### src/rtl/core/twm_pkg.sv
// shared types, codes and constants of the text width measurement block
package twm_pkg;

  // default parameter values
  localparam int DEF_TABLE_ENTRIES = 256;
  localparam int DEF_TAB_SPACES    = 5;
  localparam int DEF_ESCAPE_SKIP   = 4;
  localparam int DEF_WIDTH_BITS    = 24;

  // field widths
  localparam int CODE_BITS      = 8;
  localparam int GLYPH_W_BITS   = 12;
  localparam int SCALE_BITS     = 32;
  localparam int COUNT_BITS     = 16;
  localparam int UNITS_BITS     = 24;
  localparam int SCALED_BITS    = 56;
  localparam int IN_DATA_BITS   = 32;
  localparam int OUT_DATA_BITS  = 80;
  localparam int OUT_USER_BITS  = 2;
  localparam int CFG_DATA_BITS  = 32;
  localparam int CFG_INDEX_BITS = 1;
  localparam int QUEUE_DEPTH    = 2;

  // character codes
  localparam logic [CODE_BITS-1:0] CODE_END   = 8'h00;
  localparam logic [CODE_BITS-1:0] CODE_ESC   = 8'h01;
  localparam logic [CODE_BITS-1:0] CODE_TAB   = 8'h09;
  localparam logic [CODE_BITS-1:0] CODE_NL    = 8'h0A;
  localparam logic [CODE_BITS-1:0] CODE_SPACE = 8'h20;

  // command codes carried in tuser
  localparam logic CMD_LOAD = 1'b0;
  localparam logic CMD_TEXT = 1'b1;

  // register indexes
  localparam logic [CFG_INDEX_BITS-1:0] REG_WIDTH_SCALE = 1'b0;
  localparam logic [CFG_INDEX_BITS-1:0] REG_MAX_CHARS   = 1'b1;

  localparam logic [SCALE_BITS-1:0]  SCALE_RESET = 32'h0001_0000;
  localparam logic [UNITS_BITS-1:0]  UNITS_MAX   = 24'hFF_FFFF;
  localparam logic [SCALED_BITS-1:0] SCALED_MAX  = 56'hFF_FFFF_FFFF_FFFF;

  // class of a text byte
  typedef enum logic [2:0] {
    KIND_CHAR,
    KIND_TAB,
    KIND_NL,
    KIND_ESC,
    KIND_END
  } kind_t;

  // classified text word with its glyph data resolved
  typedef struct packed {
    kind_t                    kind;
    logic                     last;
    logic                     hit;
    logic [GLYPH_W_BITS-1:0]  glyph_width;
    logic [GLYPH_W_BITS-1:0]  glyph_advance;
    logic                     space_ok;
    logic [GLYPH_W_BITS-1:0]  space_width;
  } item_t;

  // one measurement result
  typedef struct packed {
    logic                    saturated;
    logic                    limit_hit;
    logic [SCALED_BITS-1:0]  width_scaled;
    logic [UNITS_BITS-1:0]   width_units;
  } result_t;

endpackage

### src/rtl/core/twm_queue.sv
// short queue of classified text words between front and back
module twm_queue (
  input  logic           clk,
  input  logic           rst,
  input  logic           push_valid,
  input  twm_pkg::item_t push_item,
  output logic           push_ready,
  output logic           q_valid,
  output twm_pkg::item_t q_item,
  input  logic           pop
);
  import twm_pkg::*;

  localparam int PTR_BITS = (QUEUE_DEPTH > 1) ? $clog2(QUEUE_DEPTH) : 1;
  localparam int FILL_BITS = $clog2(QUEUE_DEPTH + 1);

  item_t                slots [QUEUE_DEPTH];
  logic [PTR_BITS-1:0]  wr_ptr;
  logic [PTR_BITS-1:0]  rd_ptr;
  logic [FILL_BITS-1:0] fill;
  logic                 do_push;
  logic                 do_pop;

  assign push_ready = (fill != FILL_BITS'(QUEUE_DEPTH));
  assign q_valid    = (fill != '0);
  assign q_item     = slots[rd_ptr];
  assign do_push    = push_valid && push_ready;
  assign do_pop     = pop && q_valid;

  // slot storage
  always_ff @(posedge clk) begin
    if (do_push) begin
      slots[wr_ptr] <= push_item;
    end
  end

  // pointers and fill level
  always_ff @(posedge clk) begin
    if (rst) begin
      wr_ptr <= '0;
      rd_ptr <= '0;
      fill   <= '0;
    end else begin
      if (do_push) begin
        wr_ptr <= (wr_ptr == PTR_BITS'(QUEUE_DEPTH - 1)) ? '0 : wr_ptr + 1'b1;
      end
      if (do_pop) begin
        rd_ptr <= (rd_ptr == PTR_BITS'(QUEUE_DEPTH - 1)) ? '0 : rd_ptr + 1'b1;
      end
      if (do_push && !do_pop) begin
        fill <= fill + 1'b1;
      end else if (do_pop && !do_push) begin
        fill <= fill - 1'b1;
      end
    end
  end

endmodule

### config.mk
export PLATFORM = sky130hd
export DESIGN_NAME = twm_queue
export DESIGN_NICKNAME = d
export VERILOG_FILES = /design/src/rtl/core/twm_pkg.sv /design/src/rtl/core/twm_queue.sv
export SDC_FILE = /design/constraint.sdc
export NUM_CORES = 1
export LEC_CHECK = 0
export ABC_AREA = 1
export BUFFER_PORTS_ARGS = -buffer_cell sky130_fd_sc_hd__buf_2
export CORE_MARGIN = 1.5
export CORE_UTILIZATION = 31
export DETAILED_ROUTE_END_ITERATION = 8
export HOLD_SLACK_MARGIN = 0.1
export SKIP_LAST_GASP = 1
export SYNTH_ARGS = -nofsm -noshare
export SYNTH_HDL_FRONTEND = slang
export SYNTH_SLANG_ARGS = --single-unit
### constraint.sdc
create_clock -name clk -period 8.6 [get_ports clk]
set_clock_uncertainty 0.2 [all_clocks]
set_input_delay 0.43 -clock clk [delete_from_list [all_inputs] [get_ports clk]]
set_output_delay 0.43 -clock clk [all_outputs]
set_load 0.02 [all_outputs]
==> key figures <==
Global route
  • First-pass GRT wire length: 8890 µm
  • Grt ovf: 0
  • Vias in the first global route: 1,896
  • GR Util All Layers: 0.103
  • Largest net degree at the start of global routing: 43
  • Initial antenna violation count: 0

Routing
  • Via count: 1,877
  • Initial DRC count: 62
  • 1st-pass router iterations: 4
  • Routed Wire Length: 5780 µm
  • Drt via density: 4.15
  • Wirelength per Cell: 12.8 µm
  • DRC: 0
  • Routed Antenna Nets: 0

Critical path
  • CP Cell Sequence: mux2_2 > buf_2
  • CP Launch Type: flip-flop
  • Delay-heaviest family, CP: flip-flops
  • Crit path max fanout: 42
  • Max stage delay cell, worst path: dfxtp_4
  • Critical Path AT: 1.82 ns
  • Req. time, crit path: 7.97 ns
  • CP max stage delay: 0.88 ns
  • CP endpoint kind: primary output
  • Setup CP Type: flip-flop to primary output
  • Bufs and invs on worst path: 1

Placement
  • Pre-CTS WS: 6.42 ns
  • Hpwl dp: 3730 µm
  • Port bufs: 89
  • Number of placed instances, taps included: 394
  • Global placer's final weighted congestion: 0.664

Floorplan
  • Die width: 109 µm
  • Core area: 0.0109 mm²
  • Row count: 38
  • Initial Utilization: 0.319
  • I/O Pins: 90
  • Chip Height: 109 µm
  • Die area: 0.0119 mm²

Flow run
  • Number of max-cap violations: 0

Layout
  • Most frequent cells in the layout: 89 x buf_2, 84 x edfxtp_1, 42 x dlygate4sd3_1
  • Filler cell count: 987
  • Layout overhead on the synthesized area: 32.7%
  • Footprint of the multi-input gates: 747 µm²
  • Share of layout cells above drive strength 1: 0.474
  • Post-layout nets: 354
  • Commonest non-fill, non-tap cell in the layout: buf_2
  • Ant diodes: 0
  • Non-filler instance count after layout: 452
  • Sequential Area: 0.00263 mm²

Clock tree
  • Htree depth: 3
  • Clock Sink Count: 89
  • Clk Latency, worst-skew pair: 0.34 ns
  • CTS Buffer Depth: 2
  • CTS tree: yes
  • Num CTS Buffers: 9
  • Root Driver: clkbuf_8
  • Clk pin slew, worst setup/hold paths: 0.07 ns

Pwr
  • Power, Total: 0.00117 W
  • Cell leakage power: 1.83 nW
  • Pwr Density: 254 mW/mm²
  • Maximum VDD drop: 0.000127 V

Hold path
  • HP Class: primary input to flip-flop

Logic synthesis
  • Syn Inst Count: 168
  • Yosys reg bits: 89
  • Syn Area/Cell: 20.7 µm²
  • Register area share after synthesis: 0.754
  • Post-Synthesis Cell Area: 0.00348 mm²
  • Syn nets: 215
  • Yosys Warn Count: 0
  • Distinct cells, synth: 14

Timing
  • Setup TNS: 0 ns
  • Slew Limit Fails: 0
  • Fin worst setup slack: 6.15 ns
  • Final setup viols: 0
  • Top achievable clock speed: 0.408 GHz
  • Tcrit/Tclk final: 0.285
  • Final worst path period need: 2.45 ns
  • RSZ-0062 raised after global routing: false
  • Slew headroom: 0.469
  • Hold Violations, Final: 0
  • Least-Margin Pin Slew: 0.797 ns

Outcome
  • Status: finished, final reports clean
[path summary, 6_finish.rpt]
path	start	cells past startpoint	to	slack (ns)
worst max-delay path	flip-flop	2	q_item[22]	6.15
worst min-delay path	rst	4	fill[1]	0.18
worst min register to register	rd_ptr	2	rd_ptr	0.32
worst max register to register	fill[0]	5	slots[1][31]	6.49
[through the flow]
stage / area (µm²) / hold slack, ns / utilization
finish: 4610 / 0.176 / 0.424
global placement: 4040 / 0.276 / 0.371
floorplan: 3480 / 0.265 / -
detailed placement: 4040 / 0.316 / 0.371
CTS: 4610 / 0.137 / 0.424
global route: 4610 / 0.152 / 0.424
[flip-flops by register name (all words and copies together), names as in the netlist, named ones only]
signal  flops
fill        2
slots      84
rd_ptr      1
wr_ptr      1
[area by class of cell]
class,count,share of cell area
sequential,89,0.569
timing repair buffer,133,0.191
multi-input combinational,66,0.162
tap,140,0.0380
clock buffer,11,0.0285
inverter,8,0.00651
clock inverter,5,0.00488
[kinds of logic after synthesis]
logic type,count (synthesis),share of synthesized area
fa+ha+maj,1,0.00360
flops,89,0.755
buf+inv,13,0.0349
simple gates,19,0.0220
mux,42,0.179
compound gates,4,0.00576
[Yosys cell counts]
cell      instances  area [µm²]
a21oi_1           2        10.0
buf_12            4        80.1
buf_6             1        11.3
dfxtp_1           5         100
edfxtp_1         84        2520
ha_1              1        12.5
inv_1             8        30.0
mux2_2            2        22.5
mux2_4           40         601
nand2_1           9        33.8
nand3_1           2        10.0
nand4_1           1        6.26
nor2_1            7        26.3
o21ai_0           2        10.0
[tightest hold or removal path, cell delays in order]
cell,delay [ns]
buf_2,0.07
inv_1,0.07
nand2_1,0.07
nor2_1,0.04
[where the power goes]
part	switching, W	total (W)	leakage, nW	internal (W)
Combinational	0.000182	0.000347	0.923	0.000165
Clock	0.000127	0.000229	0.0819	0.000102
Sequential	0.0000458	0.000594	0.826	0.000549
[metal layers]
| metal | track usage | part of all wire | routed length, µm |
|---|---|---|---|
| met5 | 0 | 0 | 0 |
| met4 | 0.0423 | 0.016 | 90 |
| met3 | 0.0430 | 0.059 | 338 |
| met1 | 0.114 | 0.41 | 2380 |
| met2 | 0.173 | 0.51 | 2970 |
[what timing repair did]
item	CTS	global route
setup buffers	0	0
resized for setup	0	0
hold buffers	42	0
hold endpoints to repair	84	0
(Power assumes the default switching activity.)
