<file path="src/rtl/core/twm_pkg.sv">
// shared types, codes and constants of the text width measurement block
package twm_pkg;

  // default parameter values
  localparam int DEF_TABLE_ENTRIES = 256;
  localparam int DEF_TAB_SPACES    = 5;
  localparam int DEF_ESCAPE_SKIP   = 4;
  localparam int DEF_WIDTH_BITS    = 24;

  // field widths
  localparam int CODE_BITS      = 8;
  localparam int GLYPH_W_BITS   = 12;
  localparam int SCALE_BITS     = 32;
  localparam int COUNT_BITS     = 16;
  localparam int UNITS_BITS     = 24;
  localparam int SCALED_BITS    = 56;
  localparam int IN_DATA_BITS   = 32;
  localparam int OUT_DATA_BITS  = 80;
  localparam int OUT_USER_BITS  = 2;
  localparam int CFG_DATA_BITS  = 32;
  localparam int CFG_INDEX_BITS = 1;
  localparam int QUEUE_DEPTH    = 2;

  // character codes
  localparam logic [CODE_BITS-1:0] CODE_END   = 8'h00;
  localparam logic [CODE_BITS-1:0] CODE_ESC   = 8'h01;
  localparam logic [CODE_BITS-1:0] CODE_TAB   = 8'h09;
  localparam logic [CODE_BITS-1:0] CODE_NL    = 8'h0A;
  localparam logic [CODE_BITS-1:0] CODE_SPACE = 8'h20;

  // command codes carried in tuser
  localparam logic CMD_LOAD = 1'b0;
  localparam logic CMD_TEXT = 1'b1;

  // register indexes
  localparam logic [CFG_INDEX_BITS-1:0] REG_WIDTH_SCALE = 1'b0;
  localparam logic [CFG_INDEX_BITS-1:0] REG_MAX_CHARS   = 1'b1;

  localparam logic [SCALE_BITS-1:0]  SCALE_RESET = 32'h0001_0000;
  localparam logic [UNITS_BITS-1:0]  UNITS_MAX   = 24'hFF_FFFF;
  localparam logic [SCALED_BITS-1:0] SCALED_MAX  = 56'hFF_FFFF_FFFF_FFFF;

  // class of a text byte
  typedef enum logic [2:0] {
    KIND_CHAR,
    KIND_TAB,
    KIND_NL,
    KIND_ESC,
    KIND_END
  } kind_t;

  // classified text word with its glyph data resolved
  typedef struct packed {
    kind_t                    kind;
    logic                     last;
    logic                     hit;
    logic [GLYPH_W_BITS-1:0]  glyph_width;
    logic [GLYPH_W_BITS-1:0]  glyph_advance;
    logic                     space_ok;
    logic [GLYPH_W_BITS-1:0]  space_width;
  } item_t;

  // one measurement result
  typedef struct packed {
    logic                    saturated;
    logic                    limit_hit;
    logic [SCALED_BITS-1:0]  width_scaled;
    logic [UNITS_BITS-1:0]   width_units;
  } result_t;

endpackage

</file>
<file path="src/rtl/core/twm_back.sv">
// back end: line width engine, tab stop divider, scaling and result register
module twm_back #(
  parameter int TAB_SPACES  = twm_pkg::DEF_TAB_SPACES,
  parameter int ESCAPE_SKIP = twm_pkg::DEF_ESCAPE_SKIP,
  parameter int WIDTH_BITS  = twm_pkg::DEF_WIDTH_BITS
) (
  input  logic                            clk,
  input  logic                            rst,
  input  logic [twm_pkg::SCALE_BITS-1:0]  width_scale,
  input  logic [twm_pkg::COUNT_BITS-1:0]  max_chars,
  input  logic                            q_valid,
  input  twm_pkg::item_t                  q_item,
  output logic                            pop,
  output logic                            res_valid,
  output twm_pkg::result_t                res,
  input  logic                            res_ready
);
  import twm_pkg::*;

  localparam int W         = WIDTH_BITS;
  localparam int SUM_BITS  = W + 2;
  localparam int STOP_BITS = GLYPH_W_BITS + $clog2(TAB_SPACES + 1);
  localparam int SKIP_BITS = $clog2(ESCAPE_SKIP + 1);
  localparam int CNT_BITS  = $clog2(W + 1);
  localparam int PROD_BITS = W + SCALE_BITS;
  localparam logic [W-1:0] WMAX = {W{1'b1}};

  typedef enum logic [5:0] {
    ST_IDLE = 6'b000001,
    ST_DIV  = 6'b000010,
    ST_TAB  = 6'b000100,
    ST_FIN  = 6'b001000,
    ST_MUL  = 6'b010000,
    ST_OUT  = 6'b100000
  } state_t;

  state_t                 state, state_next;
  logic [W-1:0]           line, line_next;
  logic [W-1:0]           longest, longest_next;
  logic [COUNT_BITS-1:0]  count, count_next;
  logic [SKIP_BITS-1:0]   skip, skip_next;
  logic                   discarding, discarding_next;
  logic                   sat_seen, sat_seen_next;
  logic                   pend_limit, pend_limit_next;
  logic                   pend_end, pend_end_next;
  logic [CNT_BITS-1:0]    div_cnt, div_cnt_next;
  logic [W-1:0]           div_dvd, div_dvd_next;
  logic [STOP_BITS-1:0]   div_rem, div_rem_next;
  logic [STOP_BITS-1:0]   stop, stop_next;
  logic [W-1:0]           w_emit, w_emit_next;
  logic                   emit_limit, emit_limit_next;
  logic                   emit_sat, emit_sat_next;
  logic [PROD_BITS-1:0]   prod;
  logic                   load_out;

  logic                   end_flag;
  logic                   lim;
  logic                   go_div;
  logic [SUM_BITS-1:0]    sum;
  logic [SUM_BITS-1:0]    nxt;
  logic [STOP_BITS:0]     trial;
  logic [63:0]            w_wide;
  logic [63:0]            prod_wide;

  // sequencer and per-string state update
  always_comb begin
    state_next      = state;
    line_next       = line;
    longest_next    = longest;
    count_next      = count;
    skip_next       = skip;
    discarding_next = discarding;
    sat_seen_next   = sat_seen;
    pend_limit_next = pend_limit;
    pend_end_next   = pend_end;
    div_cnt_next    = div_cnt;
    div_dvd_next    = div_dvd;
    div_rem_next    = div_rem;
    stop_next       = stop;
    w_emit_next     = w_emit;
    emit_limit_next = emit_limit;
    emit_sat_next   = emit_sat;
    pop             = 1'b0;
    load_out        = 1'b0;
    end_flag        = 1'b0;
    lim             = 1'b0;
    go_div          = 1'b0;
    sum             = '0;
    nxt             = '0;
    trial           = '0;

    unique case (state)
      ST_IDLE: begin
        if (q_valid) begin
          pop      = 1'b1;
          end_flag = (q_item.kind == KIND_END) || q_item.last;
          if (discarding) begin
            // rest of a string cut at the limit: wait for its end
            if (end_flag) begin
              line_next       = '0;
              longest_next    = '0;
              count_next      = '0;
              skip_next       = '0;
              discarding_next = 1'b0;
              sat_seen_next   = 1'b0;
            end
          end else begin
            if (q_item.kind != KIND_END) begin
              if (skip != '0) begin
                skip_next = skip - 1'b1;
              end else begin
                unique case (q_item.kind)
                  KIND_ESC: skip_next = SKIP_BITS'(ESCAPE_SKIP);
                  KIND_TAB: begin
                    if (q_item.space_ok) begin
                      go_div       = 1'b1;
                      div_dvd_next = line;
                      div_rem_next = '0;
                      div_cnt_next = CNT_BITS'(W);
                      stop_next    = STOP_BITS'(q_item.space_width * TAB_SPACES);
                    end
                  end
                  KIND_NL: begin
                    if (line > longest) begin
                      longest_next = line;
                    end
                    line_next = '0;
                  end
                  KIND_CHAR: begin
                    if (q_item.hit) begin
                      sum = SUM_BITS'(line) + SUM_BITS'(q_item.glyph_width)
                          + {{(SUM_BITS-GLYPH_W_BITS){q_item.glyph_advance[GLYPH_W_BITS-1]}},
                             q_item.glyph_advance};
                      if (sum[SUM_BITS-1]) begin
                        line_next     = '0;
                        sat_seen_next = 1'b1;
                      end else if (sum[W]) begin
                        line_next     = WMAX;
                        sat_seen_next = 1'b1;
                      end else begin
                        line_next = sum[W-1:0];
                      end
                    end
                  end
                  default: ;
                endcase
                count_next = count + 1'b1;
                lim        = (max_chars != '0) && (count_next == max_chars);
              end
            end
            pend_limit_next = lim;
            pend_end_next   = end_flag;
            if (go_div) begin
              state_next = ST_DIV;
            end else if (lim || end_flag) begin
              state_next = ST_FIN;
            end
          end
        end
      end

      // restoring division, one quotient bit a cycle, keeps the remainder
      ST_DIV: begin
        trial = {div_rem, div_dvd[W-1]};
        if (trial >= {1'b0, stop}) begin
          div_rem_next = STOP_BITS'(trial - {1'b0, stop});
        end else begin
          div_rem_next = trial[STOP_BITS-1:0];
        end
        div_dvd_next = {div_dvd[W-2:0], 1'b0};
        div_cnt_next = div_cnt - 1'b1;
        if (div_cnt == CNT_BITS'(1)) begin
          state_next = ST_TAB;
        end
      end

      // next tab stop is line minus remainder plus stop
      ST_TAB: begin
        nxt = SUM_BITS'(line) - SUM_BITS'(div_rem) + SUM_BITS'(stop);
        if (nxt[SUM_BITS-1:W] != '0) begin
          line_next     = WMAX;
          sat_seen_next = 1'b1;
        end else begin
          line_next = nxt[W-1:0];
        end
        state_next = (pend_limit || pend_end) ? ST_FIN : ST_IDLE;
      end

      // capture the result, then close or cut the string
      ST_FIN: begin
        w_emit_next     = (longest > line) ? longest : line;
        emit_limit_next = pend_limit;
        emit_sat_next   = sat_seen;
        if (pend_end) begin
          line_next       = '0;
          longest_next    = '0;
          count_next      = '0;
          skip_next       = '0;
          discarding_next = 1'b0;
          sat_seen_next   = 1'b0;
        end else begin
          discarding_next = 1'b1;
        end
        state_next = ST_MUL;
      end

      ST_MUL: state_next = ST_OUT;

      ST_OUT: begin
        if (!res_valid || res_ready) begin
          load_out   = 1'b1;
          state_next = ST_IDLE;
        end
      end

      default: state_next = ST_IDLE;
    endcase
  end

  // control and string state
  always_ff @(posedge clk) begin
    if (rst) begin
      state      <= ST_IDLE;
      line       <= '0;
      longest    <= '0;
      count      <= '0;
      skip       <= '0;
      discarding <= 1'b0;
      sat_seen   <= 1'b0;
      pend_limit <= 1'b0;
      pend_end   <= 1'b0;
      div_cnt    <= '0;
      res_valid  <= 1'b0;
    end else begin
      state      <= state_next;
      line       <= line_next;
      longest    <= longest_next;
      count      <= count_next;
      skip       <= skip_next;
      discarding <= discarding_next;
      sat_seen   <= sat_seen_next;
      pend_limit <= pend_limit_next;
      pend_end   <= pend_end_next;
      div_cnt    <= div_cnt_next;
      if (load_out) begin
        res_valid <= 1'b1;
      end else if (res_ready) begin
        res_valid <= 1'b0;
      end
    end
  end

  // datapath registers
  always_ff @(posedge clk) begin
    div_dvd    <= div_dvd_next;
    div_rem    <= div_rem_next;
    stop       <= stop_next;
    w_emit     <= w_emit_next;
    emit_limit <= emit_limit_next;
    emit_sat   <= emit_sat_next;
    if (state == ST_MUL) begin
      prod <= PROD_BITS'(w_emit) * PROD_BITS'(width_scale);
    end
  end

  // output saturation and result register
  assign w_wide    = 64'(w_emit);
  assign prod_wide = 64'(prod);

  always_ff @(posedge clk) begin
    if (load_out) begin
      res.width_units  <= (w_wide > 64'(UNITS_MAX)) ? UNITS_MAX : w_wide[UNITS_BITS-1:0];
      res.width_scaled <= (prod_wide > 64'(SCALED_MAX)) ? SCALED_MAX
                                                        : prod_wide[SCALED_BITS-1:0];
      res.limit_hit    <= emit_limit;
      res.saturated    <= emit_sat;
    end
  end

endmodule

</file>
<file path="config.mk">
export PLATFORM = sky130hd
export DESIGN_NAME = twm_back
export DESIGN_NICKNAME = d
export VERILOG_FILES = /design/src/rtl/core/twm_pkg.sv /design/src/rtl/core/twm_back.sv
export SDC_FILE = /design/constraint.sdc
export NUM_CORES = 2
export LEC_CHECK = 0
export BUFFER_PORTS_ARGS = -buffer_cell sky130_fd_sc_hd__buf_2
export CORE_ASPECT_RATIO = 1.25
export CORE_MARGIN = 2
export CORE_UTILIZATION = 65
export DETAILED_ROUTE_END_ITERATION = 10
export PLACE_DENSITY_LB_ADDON = 0.05
export SKIP_CTS_REPAIR_TIMING = 1
export SLEW_MARGIN = 30
export SYNTH_ARGS = -nofsm -noshare
export SYNTH_HDL_FRONTEND = slang
export SYNTH_SLANG_ARGS = --single-unit
</file>
<file path="constraint.sdc">
create_clock -name clk -period 19.9 [get_ports clk]
set_input_delay 1.99 -clock clk [delete_from_list [all_inputs] [get_ports clk]]
set_output_delay 1.99 -clock clk [all_outputs]
set_load 0.05 [all_outputs]
</file>
==> key figures <==
Route
  • DRT Pass-1 Iters: 7
  • DRT iter0 DRCs: 1819
  • Antenna viol nets, final: 0
  • Drt total wl: 113 mm
  • Via density: 5.89
  • DRC: 0
  • Wire per inst: 21.2 um
  • Via count: 31400

Worst hold path
  • Worst hold path class: reg2reg
  • Hold EP: res[76]
  • Hold Path Depth: 0
  • Hold path start: prod[52]

Final layout
  • Area Overhead vs Synth: 5.61%
  • Area occupied by registers: 0.00821 mm2
  • Multi-input logic area: 0.0296 mm2
  • Fraction of layout cells with a size suffix above 1: 0.0759
  • # nets final: 5531
  • Number of fill cells: 5234

Floorplan
  • Die H: 288 um
  • IO Pins: 178
  • Row Count: 104
  • CORE AREA: 0.0642 mm2
  • Die ar.: 0.0666 mm2
  • Starting Density: 0.654
  • Die Wd: 231 um

Yosys
  • Synth Warn #: 0
  • Seq/Total Area, Yosys: 0.196
  • Mapped Area: 0.0419 mm2
  • Synth cell types: 85
  • Post-synth EDFFs: 218
  • Post-synthesis async set-or-reset flop share: 0
  • Most used flip-flop cell after synthesis: edfxtp_1
  • Mapped Avg Cell Area: 9.37 um2
  • Mapped Nets: 5554
  • FF+latch count, synth: 301
  • Gate Count Post-Synth: 4474

Worst setup path
  • Startpoint class of the critical path: primary input
  • R2R cell count: 26
  • Worst-path maximum fanout: 24
  • RR Endpoint: prod[54]
  • Worst Path Arrival: 9.65 ns
  • WP data required: 20.21 ns
  • Crit. End Element: register
  • RR Startpoint: w_emit[13]
  • Reg2Reg Setup Slack: 11.53 ns
  • Critical path class: in2reg

CTS
  • Clock latency on the worst-skew pair: 0.57 ns
  • Num CTS Buffers: 35
  • CTS sink cnt: 301
  • CTS tree: yes
  • H-Tree Depth: 2
  • Clock edge transition at the registers on the reported setup and hold paths: 0.07 ns
  • CTS max path bufs: 3
  • CTS Root Cell: clkbuf_16

Timing
  • Fin. Hold Viols: 0
  • Fmax: 107 MHz
  • Slew Limit Fails: 0
  • Slew @ Worst Pin: 1.03 ns
  • RSZ-0062 raised after global routing: false
  • Period utilization: 0.469
  • Final setup viols: 0
  • Setup Skew: 0.0248 ns
  • Slew headroom: 0.307
  • Final setup TNS: 0 ns
  • Min cycle time layout: 9.34 ns

Global routing
  • Total track usage: 0.351
  • First-pass GRT wire length: 179 mm
  • Vias in the first global route: 33200
  • Grt ovf: 0
  • Largest net degree at the start of global routing: 59
  • Initial antenna violation count: 2

Outcome
  • Status: completed

Run
  • Max-Cap Viols: 0

Placed design
  • # port buffers: 177
  • GPL Wtd Cong: 0.957
  • Detail Placement HPWL: 84.4 mm
-- worst max-delay path, cell delays in order --
cell and delay (ns):
buf_2 0.56, nand2_1 0.17, fa_1 0.56, inv_1 0.05
fa_1 0.48, inv_1 0.05, fa_1 0.53, inv_1 0.06
fa_1 0.41, fa_1 0.48, fa_1 0.55, inv_1 0.05
fa_1 0.49, inv_1 0.04, ha_1 0.35, a21o_1 0.21
a21o_1 0.17, a211oi_1 0.43, a211oi_1 0.34, o2111ai_1 0.45
a21oi_1 0.22, o21a_1 0.26, a211oi_1 0.42, mux2i_1 0.24
nand2_1 0.06
-- synth_stat cells (7+ instances only) --
cell type,number,share of area
edfxtp_1,218,0.16
nor4_1,13,0.0019
o21ai_1,19,0.0023
nor3_1,37,0.0044
nand4_1,30,0.0045
fa_1,675,0.32
xor2_1,39,0.0081
a211oi_1,31,0.0055
a22o_1,25,0.0052
mux2_2,26,0.0070
a22oi_1,9,0.0016
a21o_1,73,0.013
clkbuf_1,268,0.024
nor2_1,147,0.013
o21ai_0,106,0.013
and4_1,7,0.0015
mux2i_1,10,0.0024
nand2b_1,18,0.0027
nand3b_1,15,0.0027
a21oi_1,175,0.021
nor2b_1,22,0.0033
inv_1,811,0.073
o21a_1,21,0.0038
o21bai_1,23,0.0041
nand3_1,43,0.0051
and2_1,425,0.063
or2_2,9,0.0013
o211ai_1,20,0.0036
a221oi_1,7,0.0015
nand2_1,503,0.045
xnor2_1,106,0.022
or3_1,13,0.0019
ha_1,311,0.093
a31oi_1,20,0.0030
dfxtp_1,83,0.040
and3_1,16,0.0024
-- cell type report --
cell class	count	area share
flip-flops and latches	301	0.185
multi-input cells	3083	0.669
repair buffers	219	0.0271
diodes	2	0.000113
clock buffers	41	0.0203
inverters	811	0.0687
well taps	848	0.0240
clock inverters	23	0.00571
-- cell usage in the layout, fill, tap and decap left out, drive strengths merged, types with 27 or more instances in the layout --
master	Yosys	routed
nand2	503	503
a211oi	32	32
dfxtp	83	83
and2	426	426
ha	311	311
buf	5	219
mux2	27	27
a21oi	175	175
edfxtp	218	218
nor2	148	148
inv	811	814
a21o	73	73
fa	675	675
nand4	31	31
clkbuf	274	41
nand3	43	43
xor2	39	39
xnor2	106	106
o21ai	125	125
nor3	37	37
-- registers in the layout, summed over array words and instances, names as in the netlist, 15 cells and up --
register	flops
res	82
prod	56
div_dvd	24
line	24
longest	24
w_emit	24
count	16
div_rem	15
stop	15
-- routing by layer --
layer / up-vias / global-route usage / share of wire
met4: 4 / 0.232 / 0.079
met1: 15700 / 0.387 / 0.34
li1: 14000 / - / -
met3: 457 / 0.0474 / 0.060
met2: 1203 / 0.633 / 0.52
met5: - / 0 / 0.00025
-- worst max path at each step --
stage / startpoint / endpoint / slack, ns / cells after the start
finish: width_scale[11] / prod[54] / 10.56 / 25
global route: width_scale[13] / prod[48] / 10.33 / 25
CTS: width_scale[11] / prod[54] / 10.67 / 25
detailed placement: width_scale[9] / prod[55] / 10.08 / 25
global placement: width_scale[15] / prod[55] / 9.80 / 25
floorplan: width_scale[25] / prod[55] / 11.24 / 26
-- through the flow --
stage / setup slack, ns / instances / utilization / hold slack (ns) / cell area [um2]
6_report: 10.56 / 5328 / 0.690 / 0.409 / 44300
5_1_grt: 10.33 / 5326 / 0.690 / 0.423 / 44300
4_1_cts: 10.67 / 5326 / 0.690 / 0.410 / 44300
3_5_place_dp: 10.08 / 5262 / 0.672 / 0.405 / 43100
3_3_place_gp: 9.80 / 5261 / 0.672 / 0.402 / 43100
2_1_floorplan: 11.24 / 4474 / - / 0.400 / 41900
-- logic make-up after synthesis --
| kind of cell | Yosys count | synth area share |
|---|---|---|
| AOI/OAI and AO/OA | 594 | 0.0913 |
| xor gates and xnor gates | 145 | 0.0303 |
| adders and majority gates | 986 | 0.415 |
| buffers and inverters | 1090 | 0.0991 |
| DFF | 301 | 0.196 |
| muxes | 37 | 0.00973 |
| and+or+nand+nor | 1321 | 0.159 |
Power is left out: the tool's default activity adds up to more than one toggle a clock period on the data nets, which glitch-free logic cannot reach.
